[src/usbrh_pkg.sv]
// Package for the USB 2.0 root hub request handler.
// Holds the request codes, reply codes, port flag layout and shared structs.
// It depends on nothing else.
package usbrh_pkg;

  localparam logic [7:0] RT_STD_DEV_OUT  = 8'h00;
  localparam logic [7:0] RT_STD_IF_OUT   = 8'h01;
  localparam logic [7:0] RT_STD_EP_OUT   = 8'h02;
  localparam logic [7:0] RT_HUB_OUT      = 8'h20;
  localparam logic [7:0] RT_PORT_OUT     = 8'h23;
  localparam logic [7:0] RT_STD_DEV_IN   = 8'h80;
  localparam logic [7:0] RT_STD_IF_IN    = 8'h81;
  localparam logic [7:0] RT_STD_EP_IN    = 8'h82;
  localparam logic [7:0] RT_HUB_IN       = 8'ha0;
  localparam logic [7:0] RT_PORT_IN      = 8'ha3;

  localparam logic [7:0] RQ_GET_STATUS   = 8'd0;
  localparam logic [7:0] RQ_CLEAR_FEAT   = 8'd1;
  localparam logic [7:0] RQ_SET_FEAT     = 8'd3;
  localparam logic [7:0] RQ_SET_ADDRESS  = 8'd5;
  localparam logic [7:0] RQ_GET_DESC     = 8'd6;
  localparam logic [7:0] RQ_SET_DESC     = 8'd7;
  localparam logic [7:0] RQ_GET_CONFIG   = 8'd8;
  localparam logic [7:0] RQ_SET_CONFIG   = 8'd9;
  localparam logic [7:0] RQ_GET_IFACE    = 8'd10;
  localparam logic [7:0] RQ_SET_IFACE    = 8'd11;
  localparam logic [7:0] RQ_SYNCH_FRAME  = 8'd12;
  localparam logic [7:0] RQ_CLEAR_TT     = 8'd8;
  localparam logic [7:0] RQ_RESET_TT     = 8'd9;
  localparam logic [7:0] RQ_STOP_TT      = 8'd11;

  localparam logic [7:0] DT_DEVICE       = 8'd1;
  localparam logic [7:0] DT_CONFIG       = 8'd2;
  localparam logic [7:0] DT_STRING       = 8'd3;
  localparam logic [7:0] DT_QUALIFIER    = 8'd6;

  localparam logic [15:0] FS_ENABLE      = 16'd1;
  localparam logic [15:0] FS_SUSPEND     = 16'd2;
  localparam logic [15:0] FS_RESET       = 16'd4;
  localparam logic [15:0] FS_POWER       = 16'd8;
  localparam logic [15:0] FS_C_CONNECT   = 16'd16;
  localparam logic [15:0] FS_C_ENABLE    = 16'd17;
  localparam logic [15:0] FS_C_SUSPEND   = 16'd18;
  localparam logic [15:0] FS_C_OVERCUR   = 16'd19;
  localparam logic [15:0] FS_C_RESET     = 16'd20;
  localparam logic [15:0] FS_TEST        = 16'd21;
  localparam logic [15:0] FS_INDICATOR   = 16'd22;

  localparam logic [1:0] SPD_FULL        = 2'd0;
  localparam logic [1:0] SPD_LOW         = 2'd1;
  localparam logic [1:0] SPD_HIGH        = 2'd2;
  localparam logic [1:0] SPD_BAD         = 2'd3;

  localparam logic OP_REQUEST            = 1'b0;
  localparam logic OP_PORT_UPDATE        = 1'b1;

  typedef enum logic [3:0] {
    SRC_NONE      = 4'd0,
    SRC_DEVICE    = 4'd1,
    SRC_QUALIFIER = 4'd2,
    SRC_CONFIG    = 4'd3,
    SRC_LANG      = 4'd4,
    SRC_VENDOR    = 4'd5,
    SRC_PRODUCT   = 4'd6,
    SRC_EMPTY_STR = 4'd7,
    SRC_HUB_DESC  = 4'd8,
    SRC_PORT_STAT = 4'd9,
    SRC_STAT_WORD = 4'd10,
    SRC_ONE_BYTE  = 4'd11
  } src_t;

  typedef enum logic {
    ST_IDLE,
    ST_EXEC
  } state_t;

  typedef struct packed {
    logic       crst;
    logic       csusp;
    logic       cena;
    logic       cconn;
    logic [1:0] speed;
    logic       susp;
    logic       pwr;
    logic       ena;
    logic       conn;
  } port_flags_t;

  localparam int FLAGS_W = $bits(port_flags_t);

  typedef struct packed {
    logic        opcode;
    logic [7:0]  request_type;
    logic [7:0]  request_code;
    logic [15:0] req_value;
    logic [15:0] req_index;
    logic        attach;
    logic [1:0]  attach_speed;
  } req_t;

  typedef struct packed {
    logic        stall_res;
    logic [7:0]  reply_length;
    src_t        reply_source;
    logic [15:0] reply_word;
    logic [15:0] change_word;
  } res_t;

  typedef struct packed {
    logic flags_we;
    logic addr_we;
    logic cfg_we;
  } upd_t;

endpackage

[src/usbrh_ram.sv]
// Generic single-port-write, single-port-read RAM with a registered read.
// Used for the per-port flag store; depends on nothing else.
module usbrh_ram #(
  parameter int WIDTH  = 10,
  parameter int DEPTH  = 8,
  parameter int ADDR_W = (DEPTH > 1) ? $clog2(DEPTH) : 1
) (
  input  logic              clk,
  input  logic              wr_en,
  input  logic [ADDR_W-1:0] wr_addr,
  input  logic [WIDTH-1:0]  wr_data,
  input  logic              rd_en,
  input  logic [ADDR_W-1:0] rd_addr,
  output logic [WIDTH-1:0]  rd_data
);

  logic [WIDTH-1:0] mem [DEPTH];

  always_ff @(posedge clk) begin
    if (wr_en) begin
      mem[wr_addr] <= wr_data;
    end
    if (rd_en) begin
      rd_data <= mem[rd_addr];
    end
  end

endmodule

[src/usbrh_core.sv]
// Request evaluation for the root hub: decodes one transaction against the
// flags of its port and produces the reply and the state updates.
// Depends on usbrh_pkg.
module usbrh_core #(
  parameter int NUM_PORTS   = 8,
  parameter int MAX_DEVICES = 128
) (
  input  usbrh_pkg::req_t        req,
  input  usbrh_pkg::port_flags_t flags,
  input  logic                   configured,
  output usbrh_pkg::port_flags_t flags_nxt,
  output usbrh_pkg::res_t        res,
  output usbrh_pkg::upd_t        upd
);
  import usbrh_pkg::*;

  localparam logic [7:0] HUB_DESC_LEN = 8'(8 + (NUM_PORTS + 7) / 8);

  logic        port_ok;
  logic        stall;
  logic [7:0]  lo;
  logic [15:0] pstat;
  logic [15:0] pchg;
  logic [1:0]  upd_speed;
  res_t        good;
  upd_t        good_upd;

  assign port_ok = (req.req_index != 16'd0) && (req.req_index <= 16'(NUM_PORTS));
  assign lo      = req.req_value[7:0];

  assign pstat = {5'd0, flags.speed == SPD_HIGH, flags.speed == SPD_LOW, flags.pwr,
                  5'd0, flags.susp, flags.ena, flags.conn};
  assign pchg  = {11'd0, flags.crst, 1'b0, flags.csusp, flags.cena, flags.cconn};

  assign upd_speed = (req.attach_speed == SPD_BAD) ? SPD_FULL : req.attach_speed;

  always_comb begin
    good      = '0;
    good_upd  = '0;
    flags_nxt = flags;
    stall     = 1'b0;
    if (req.opcode == OP_PORT_UPDATE) begin
      if (port_ok) begin
        good_upd.flags_we = 1'b1;
        flags_nxt.speed   = upd_speed;
        flags_nxt.cconn   = 1'b1;
        if (req.attach) begin
          flags_nxt.conn = 1'b1;
        end else begin
          flags_nxt.conn = 1'b0;
          flags_nxt.ena  = 1'b0;
        end
      end
    end else begin
      unique case ({req.request_code, req.request_type})
        {RQ_CLEAR_FEAT, RT_STD_DEV_OUT}, {RQ_CLEAR_FEAT, RT_STD_IF_OUT},
        {RQ_CLEAR_FEAT, RT_STD_EP_OUT}, {RQ_SET_DESC, RT_STD_DEV_OUT},
        {RQ_SET_IFACE, RT_STD_IF_OUT}, {RQ_SYNCH_FRAME, RT_STD_EP_OUT},
        {RQ_CLEAR_FEAT, RT_HUB_OUT}, {RQ_SET_FEAT, RT_HUB_OUT},
        {RQ_CLEAR_TT, RT_PORT_OUT}, {RQ_RESET_TT, RT_PORT_OUT},
        {RQ_STOP_TT, RT_PORT_OUT}: begin
        end
        {RQ_GET_CONFIG, RT_STD_DEV_IN}: begin
          good.reply_length = 8'd1;
          good.reply_source = SRC_ONE_BYTE;
          good.reply_word   = {15'd0, configured};
        end
        {RQ_GET_DESC, RT_STD_DEV_IN}: begin
          unique case (req.req_value[15:8])
            DT_DEVICE: begin
              stall             = (lo != 8'd0);
              good.reply_length = 8'd18;
              good.reply_source = SRC_DEVICE;
            end
            DT_QUALIFIER: begin
              stall             = (lo != 8'd0);
              good.reply_length = 8'd10;
              good.reply_source = SRC_QUALIFIER;
            end
            DT_CONFIG: begin
              stall             = (lo != 8'd0);
              good.reply_length = 8'd25;
              good.reply_source = SRC_CONFIG;
            end
            DT_STRING: begin
              priority if (lo == 8'd0) begin
                good.reply_length = 8'd4;
                good.reply_source = SRC_LANG;
              end else if (lo == 8'd1) begin
                good.reply_length = 8'd16;
                good.reply_source = SRC_VENDOR;
              end else if (lo == 8'd2) begin
                good.reply_length = 8'd32;
                good.reply_source = SRC_PRODUCT;
              end else begin
                good.reply_length = 8'd2;
                good.reply_source = SRC_EMPTY_STR;
              end
            end
            default: stall = 1'b1;
          endcase
        end
        {RQ_GET_IFACE, RT_STD_IF_IN}: begin
          good.reply_length = 8'd1;
          good.reply_source = SRC_ONE_BYTE;
        end
        {RQ_GET_STATUS, RT_STD_DEV_IN}: begin
          good.reply_length = 8'd2;
          good.reply_source = SRC_STAT_WORD;
          good.reply_word   = 16'd1;
        end
        {RQ_GET_STATUS, RT_STD_IF_IN}, {RQ_GET_STATUS, RT_STD_EP_IN},
        {RQ_GET_IFACE, RT_PORT_IN}: begin
          good.reply_length = 8'd2;
          good.reply_source = SRC_STAT_WORD;
        end
        {RQ_SET_ADDRESS, RT_STD_DEV_OUT}: begin
          stall            = ({1'b0, req.req_value} >= 17'(MAX_DEVICES));
          good_upd.addr_we = 1'b1;
        end
        {RQ_SET_CONFIG, RT_STD_DEV_OUT}: begin
          stall           = (req.req_value > 16'd1);
          good_upd.cfg_we = 1'b1;
        end
        {RQ_GET_DESC, RT_HUB_IN}: begin
          stall             = (lo != 8'd0);
          good.reply_length = HUB_DESC_LEN;
          good.reply_source = SRC_HUB_DESC;
        end
        {RQ_GET_STATUS, RT_HUB_IN}: begin
          good.reply_length = 8'd16;
          good.reply_source = SRC_STAT_WORD;
        end
        {RQ_GET_STATUS, RT_PORT_IN}: begin
          stall             = !port_ok;
          good.reply_length = 8'd4;
          good.reply_source = SRC_PORT_STAT;
          good.reply_word   = pstat;
          good.change_word  = pchg;
        end
        {RQ_SET_FEAT, RT_PORT_OUT}: begin
          stall             = !port_ok;
          good_upd.flags_we = 1'b1;
          unique case (req.req_value)
            FS_ENABLE:  flags_nxt.ena  = 1'b1;
            FS_SUSPEND: flags_nxt.susp = 1'b1;
            FS_RESET: begin
              if (flags.conn) begin
                flags_nxt.ena  = 1'b1;
                flags_nxt.crst = 1'b1;
              end
            end
            FS_POWER:   flags_nxt.pwr  = 1'b1;
            FS_TEST, FS_INDICATOR: begin
            end
            default:    stall = 1'b1;
          endcase
        end
        {RQ_CLEAR_FEAT, RT_PORT_OUT}: begin
          stall             = !port_ok;
          good_upd.flags_we = 1'b1;
          unique case (req.req_value)
            FS_ENABLE:    flags_nxt.ena   = 1'b0;
            FS_SUSPEND:   flags_nxt.susp  = 1'b0;
            FS_POWER:     flags_nxt.pwr   = 1'b0;
            FS_C_CONNECT: flags_nxt.cconn = 1'b0;
            FS_C_ENABLE:  flags_nxt.cena  = 1'b0;
            FS_C_SUSPEND: flags_nxt.csusp = 1'b0;
            FS_C_RESET:   flags_nxt.crst  = 1'b0;
            FS_C_OVERCUR, FS_TEST, FS_INDICATOR: begin
            end
            default:      stall = 1'b1;
          endcase
        end
        default: stall = 1'b1;
      endcase
    end
  end

  always_comb begin
    if (stall) begin
      res           = '0;
      res.stall_res = 1'b1;
      upd           = '0;
    end else begin
      res = good;
      upd = good_upd;
    end
  end

endmodule

[src/usb_root_hub_request_handler_top.sv]
// Top level of the USB 2.0 root hub request handler.
// Holds the handshake control, the port flag RAM and the device state.
// Depends on usbrh_pkg, usbrh_ram and usbrh_core.
//
//   Channel  Direction  Handshake           Payload
//   in_      input      in_valid/in_stall   opcode, request, wValue, wIndex, attach
//   out_     output     out_valid/out_stall stall_res, length, source, words
//
// A transaction first reads the port flag RAM, then evaluates, writes the flags
// back and loads the output register.
// The next transaction is accepted in the cycle after the result is loaded.
// Reset clears all port flags through per-port valid bits.
// A stalled result holds the block in its evaluate step.
module usb_root_hub_request_handler_top #(
  parameter int NUM_PORTS   = 8,
  parameter int MAX_DEVICES = 128
) (
  input  logic        clk,
  input  logic        rst_n,
  input  logic        in_valid,
  output logic        in_stall,
  input  logic        in_opcode,
  input  logic [7:0]  in_request_type,
  input  logic [7:0]  in_request_code,
  input  logic [15:0] in_req_value,
  input  logic [15:0] in_req_index,
  input  logic        in_attach,
  input  logic [1:0]  in_attach_speed,
  output logic        out_valid,
  input  logic        out_stall,
  output logic        out_stall_res,
  output logic [7:0]  out_reply_length,
  output logic [3:0]  out_reply_source,
  output logic [15:0] out_reply_word,
  output logic [15:0] out_change_word
);
  import usbrh_pkg::*;

  localparam int AW = (NUM_PORTS > 1) ? $clog2(NUM_PORTS) : 1;

  state_t         state_r, state_nxt;
  req_t           req_r;
  logic [AW-1:0]  addr_r;
  logic [15:0]    idx_m1;
  logic           in_range;
  logic           accept;
  logic           done;
  logic [NUM_PORTS-1:0] vld_r;
  logic           rd_vld_r;
  logic [FLAGS_W-1:0] rd_data;
  port_flags_t    flags;
  port_flags_t    flags_nxt;
  res_t           res;
  upd_t           upd;
  res_t           out_r;
  logic           out_valid_r, out_valid_nxt;
  logic [6:0]     device_address_r;
  logic           configured_r;

  assign idx_m1   = in_req_index - 16'd1;
  assign in_range = (in_req_index != 16'd0) && (in_req_index <= 16'(NUM_PORTS));
  assign accept   = in_valid && !in_stall;
  assign flags    = rd_vld_r ? port_flags_t'(rd_data) : port_flags_t'('0);

  usbrh_ram #(
    .WIDTH  (FLAGS_W),
    .DEPTH  (NUM_PORTS),
    .ADDR_W (AW)
  ) u_flags_ram (
    .clk     (clk),
    .wr_en   (done && upd.flags_we),
    .wr_addr (addr_r),
    .wr_data (FLAGS_W'(flags_nxt)),
    .rd_en   (accept),
    .rd_addr (idx_m1[AW-1:0]),
    .rd_data (rd_data)
  );

  usbrh_core #(
    .NUM_PORTS   (NUM_PORTS),
    .MAX_DEVICES (MAX_DEVICES)
  ) u_core (
    .req        (req_r),
    .flags      (flags),
    .configured (configured_r),
    .flags_nxt  (flags_nxt),
    .res        (res),
    .upd        (upd)
  );

  always_comb begin
    state_nxt = state_r;
    unique case (state_r)
      ST_IDLE: if (accept) state_nxt = ST_EXEC;
      ST_EXEC: if (done) state_nxt = ST_IDLE;
      default: state_nxt = ST_IDLE;
    endcase
  end

  always_comb begin
    in_stall = (state_r != ST_IDLE);
    done     = (state_r == ST_EXEC) && (!out_valid_r || !out_stall);
  end

  always_comb begin
    priority if (done) begin
      out_valid_nxt = 1'b1;
    end else if (!out_stall) begin
      out_valid_nxt = 1'b0;
    end else begin
      out_valid_nxt = out_valid_r;
    end
  end

  always_ff @(posedge clk) begin
    if (!rst_n) begin
      state_r          <= ST_IDLE;
      out_valid_r      <= 1'b0;
      vld_r            <= '0;
      device_address_r <= 7'd0;
      configured_r     <= 1'b0;
    end else begin
      state_r     <= state_nxt;
      out_valid_r <= out_valid_nxt;
      if (done && upd.flags_we) begin
        vld_r[addr_r] <= 1'b1;
      end
      if (done && upd.addr_we) begin
        device_address_r <= req_r.req_value[6:0];
      end
      if (done && upd.cfg_we) begin
        configured_r <= req_r.req_value[0];
      end
    end
  end

  always_ff @(posedge clk) begin
    if (accept) begin
      req_r    <= '{opcode: in_opcode, request_type: in_request_type,
                    request_code: in_request_code, req_value: in_req_value,
                    req_index: in_req_index, attach: in_attach,
                    attach_speed: in_attach_speed};
      addr_r   <= idx_m1[AW-1:0];
      rd_vld_r <= in_range && vld_r[idx_m1[AW-1:0]];
    end
    if (done) begin
      out_r <= res;
    end
  end

  assign out_valid        = out_valid_r;
  assign out_stall_res    = out_r.stall_res;
  assign out_reply_length = out_r.reply_length;
  assign out_reply_source = out_r.reply_source;
  assign out_reply_word   = out_r.reply_word;
  assign out_change_word  = out_r.change_word;

endmodule
[config.mk]
export PLATFORM = sky130hd
export DESIGN_NAME = usb_root_hub_request_handler_top
export DESIGN_NICKNAME = d
export VERILOG_FILES = /design/src/usbrh_pkg.sv /design/src/usbrh_ram.sv /design/src/usbrh_core.sv /design/src/usb_root_hub_request_handler_top.sv
export SDC_FILE = /design/constraint.sdc
export NUM_CORES = 1
export LEC_CHECK = 0
export BUFFER_PORTS_ARGS = -buffer_cell sky130_fd_sc_hd__buf_2
export CORE_ASPECT_RATIO = 0.9
export CORE_MARGIN = 5
export CORE_UTILIZATION = 55
export CTS_CLUSTER_SIZE = 14
export DETAILED_ROUTE_END_ITERATION = 10
export MAX_ROUTING_LAYER = met4
export PLACE_DENSITY = 0.82
export SLEW_MARGIN = 20
export SYNTH_ARGS = -nofsm -noshare
export SYNTH_HDL_FRONTEND = slang
export SYNTH_SLANG_ARGS = --single-unit
[constraint.sdc]
create_clock -name clk -period 5.4 [get_ports clk]
set_input_delay 0.27 -clock clk [delete_from_list [all_inputs] [get_ports clk]]
set_output_delay 0.27 -clock clk [all_outputs]
set_load 0.02 [all_outputs]
==> results.txt <==
----------------------------------------------------
[Worst hold path]
  Path class of the lowest-slack min-delay path ... in2reg

[Routing]
  Detailed-route wire length per cell ... 21.6 um
  Count of vias placed by the detailed router ... 4904
  Remaining number of nets flagged by the antenna check after routing ... 0
  Initial DRC Count ... 584
  Remaining routing DRC violations ... 0
  Total length of routed wires ... 17.6 mm
  Pre-Repair DR Iteration Count ... 5
  Vias per cell ... 6.03

[Clock network]
  Total of hold buffers inserted after clock tree synthesis ... 6
  Maximum level of the CTS H-tree ... 4
  Number of buffers on the longest clock path ... 2
  Resize count post-CTS ... 0
  Clock input transition at the sequential cells of the worst setup and hold paths ... 0.07 ns
  Sink count of the clock tree ... 178
  Number of clock buffers inserted by TritonCTS ... 17
  CTS tree ... yes
  Setup Buffers After CTS ... 0
  Clock root buffer ... sky130_fd_sc_hd__clkbuf_16
  Clock insertion delay at the later pin of the skew report ... 0.44 ns

[Run]
  Max-cap violations ... 0

[STA]
  Final hold violation count ... 0
  Top achievable clock speed ... 287 MHz
  Worst slew margin relative to its limit ... 30.6%
  Max Slew Vio Count ... 0
  Slew @ Worst Pin ... 1.04 ns
  Min Tclk post-route ... 3.49 ns
  Count of final setup violators ... 0
  Clock tree skew after final layout ... 0.0117 ns
  Post-route fraction of the period consumed by the critical path ... 64.6%
  TNS Setup ... 0 ns
  Setup repair after global routing missed its margin ... false
  Worst hold margin ... 0.00964 ns

[Synthesis]
  Avg Inst Size Synth ... 14.9 um2
  Number of synthesized register bits ... 178
  Number of enable flip-flop cells after synthesis ... 167
  Sequential-to-total area share from yosys stat ... 67.8%
  Syn. warnings ... 0
  Number of different library cells in the post-synthesis netlist ... 61
  Synthesized area ... 7720 um2
  Share of flip-flops with an asynchronous set or reset after synthesis ... 0%
  Count of mapped cells out of synthesis ... 520
  Post-synth top flop ... sky130_fd_sc_hd__edfxtp_1

[Die]
  Starting density of the core ... 55.6%
  Die ar. ... 16500 um2
  Overall die height ... 122 um
  Horiz. Die Dim ... 135 um
  # IOs ... 103
  Core Rows ... 41
  Core footprint ... 13900 um2

[Power]
  PnR Total Power ... 3100 uW
  P_leak ... 0.00300 uW
  Peak supply drop ... 249 uV
  Pwr Density ... 347 nW/um2

[Finish]
  Antenna cells ... 0
  Fraction of final layout cells sized beyond drive strength 1 ... 27.9%
  NumNets Final ... 665
  Post-synthesis to final-layout area growth ... 15.6%
  Most common cell after layout, fill and taps aside ... sky130_fd_sc_hd__edfxtp_1
  Commonest cells after routing, fill and taps aside ... 167 x sky130_fd_sc_hd__edfxtp_1, 78 x sky130_fd_sc_hd__buf_2, 34 x sky130_fd_sc_hd__nand2_1, 24 x sky130_fd_sc_hd__conb_1, 22 x sky130_fd_sc_hd__mux4_2
  Final Cell Area ... 8930 um2
  Final core utilization ... 64.2%

[Critical path]
  Required time of the worst setup path ... 5.60 ns
  Largest fanout on the critical path ... 20
  Arrival time of data at the critical path endpoint ... 3.68 ns
  Startpoint type of the worst setup path ... register
  Cell with the most instances on the worst path ... sky130_fd_sc_hd__nor4_1
  Delay contributed by the slowest stage of the critical path ... 0.79 ns
  Highest-delay cell along the critical path ... sky130_fd_sc_hd__nand4_1
  Type of destination of the critical path ... register
  Critical path class ... reg2reg
  Series of cell instances along the critical path ... nor4_1, and2_1, a311oi_1, a221oi_1, nand4_1, nor4_1

[GRT]
  Via count of the first global-routing pass ... 4688
  Global-route total usage across every layer ... 22.6%
  Total grt overflow ... 0
  Initial antenna violation count ... 0
  Global-route wire length before repair ... 26.8 mm
  Largest net degree at the start of global routing ... 49

[Run status]
  Status ... completed

[Place]
  Instance area at placement ... 8220 um2
  PortBufs ... 78
  HPWL after DPL ... 11.8 mm
  Gp weighted congestion ... 0.929

----------------------------------------------------
through the flow:
| stage | setup WS, ns | std cells |
|---|---|---|
| after floorplan | 1.57 | 543 |
| after global placement | 2.05 | 774 |
| after detailed placement | 1.99 | 774 |
| after CTS | 1.96 | 812 |
| after global routing | 1.51 | 813 |
| final | 1.91 | 813 |
per-layer routing:
layer | vias to the layer above | global-route usage (%) | share of wire [%]
li1 | 2167 | - | -
met1 | 2406 | 29.1 | 40
met2 | 296 | 35.4 | 49
met3 | 35 | 6.39 | 9.6
met4 | 0 | 6.74 | 1.9
met5 | - | - | 0
synth_stat cells, types with 4 or more instances:
library cell | n | share of area [%]
sky130_fd_sc_hd__a21oi_1 | 11 | 0.71
sky130_fd_sc_hd__a31oi_1 | 4 | 0.32
sky130_fd_sc_hd__and2_1 | 4 | 0.32
sky130_fd_sc_hd__buf_2 | 4 | 0.26
sky130_fd_sc_hd__buf_4 | 24 | 2.3
sky130_fd_sc_hd__clkbuf_1 | 13 | 0.63
sky130_fd_sc_hd__dfxtp_1 | 11 | 2.9
sky130_fd_sc_hd__edfxtp_1 | 167 | 65
sky130_fd_sc_hd__inv_1 | 16 | 0.78
sky130_fd_sc_hd__mux2_2 | 10 | 1.5
sky130_fd_sc_hd__mux4_2 | 22 | 6.4
sky130_fd_sc_hd__nand2_1 | 34 | 1.7
sky130_fd_sc_hd__nand2b_1 | 7 | 0.57
sky130_fd_sc_hd__nand3_1 | 15 | 0.97
sky130_fd_sc_hd__nand3b_1 | 5 | 0.49
sky130_fd_sc_hd__nand4_1 | 6 | 0.49
sky130_fd_sc_hd__nor2_1 | 22 | 1.1
sky130_fd_sc_hd__nor2b_1 | 11 | 0.89
sky130_fd_sc_hd__nor3_1 | 27 | 1.7
sky130_fd_sc_hd__nor4_1 | 15 | 1.2
sky130_fd_sc_hd__o211ai_1 | 4 | 0.39
sky130_fd_sc_hd__o21ai_0 | 13 | 0.84
sky130_fd_sc_hd__o22ai_1 | 4 | 0.32
sky130_fd_sc_hd__o41ai_1 | 9 | 1.0
sky130_fd_sc_hd__or3_1 | 4 | 0.32
path summary, 6_finish.rpt:
kind	from	end	slack (ns)	cells after the start
worst min-delay path	in_req_value[10]	req_r[29]	0.01	1
worst min register to register	vld_r[6]	vld_r[6]	0.46	2
worst max-delay path	req_r[19]	out_change_word[0]	1.91	6
worst max register to register	req_r[19]	out_change_word[0]	1.91	6
area by class of cell:
cell class                      instances  area (um2)
Sequential cell                       178        5240
Fill cell                             946        4970
Multi-Input combinational cell        304        2290
Timing Repair Buffer                   90         498
Clock buffer                           19         443
Tap cell                              193         241
Clock inverter                         13         164
Inverter                               16        60.1
power breakdown:
group          leakage [uW]  internal [uW]  switching, uW
Sequential          0.00165           1570           38.1
Clock              0.000293            713            547
Combinational       0.00106           81.3            147
logic make-up (layout without fill, tap and decap cells):
group | after synthesis | count (layout) | share of synthesized area (%)
AND/OR/NAND/NOR | 175 | 175 | 13.2
other | 1 | 24 | 0.0485
AO/OA/AOI/OAI | 62 | 62 | 5.46
buffers and inverters | 61 | 138 | 4.29
flip-flops | 178 | 178 | 67.8
multiplexers | 34 | 34 | 8.13
XOR/XNOR | 6 | 6 | 0.680
adder cells (fa/ha/maj) | 3 | 3 | 0.453
sequential cells by signal (all words and copies together), names as in the netlist:
signal / flops
out_reply_word: 6
req_r: 52
u_flags_ram.rd_data: 10
out_change_word: 4
out_reply_length: 6
rd_vld_r: 1
in_stall: 1
out_reply_source: 4
out_valid: 1
vld_r: 8
configured_r: 1
u_flags_ram.mem: 80
addr_r: 3
out_stall_res: 1
worst max-delay path: cells and delay by family (launching register included):
family,cells,cell delay (ns)
AND/OR/NAND/NOR,4,2.18
flip-flops,1,0.55
AO/OA/AOI/OAI,2,0.52
(Power assumes the default switching activity.)
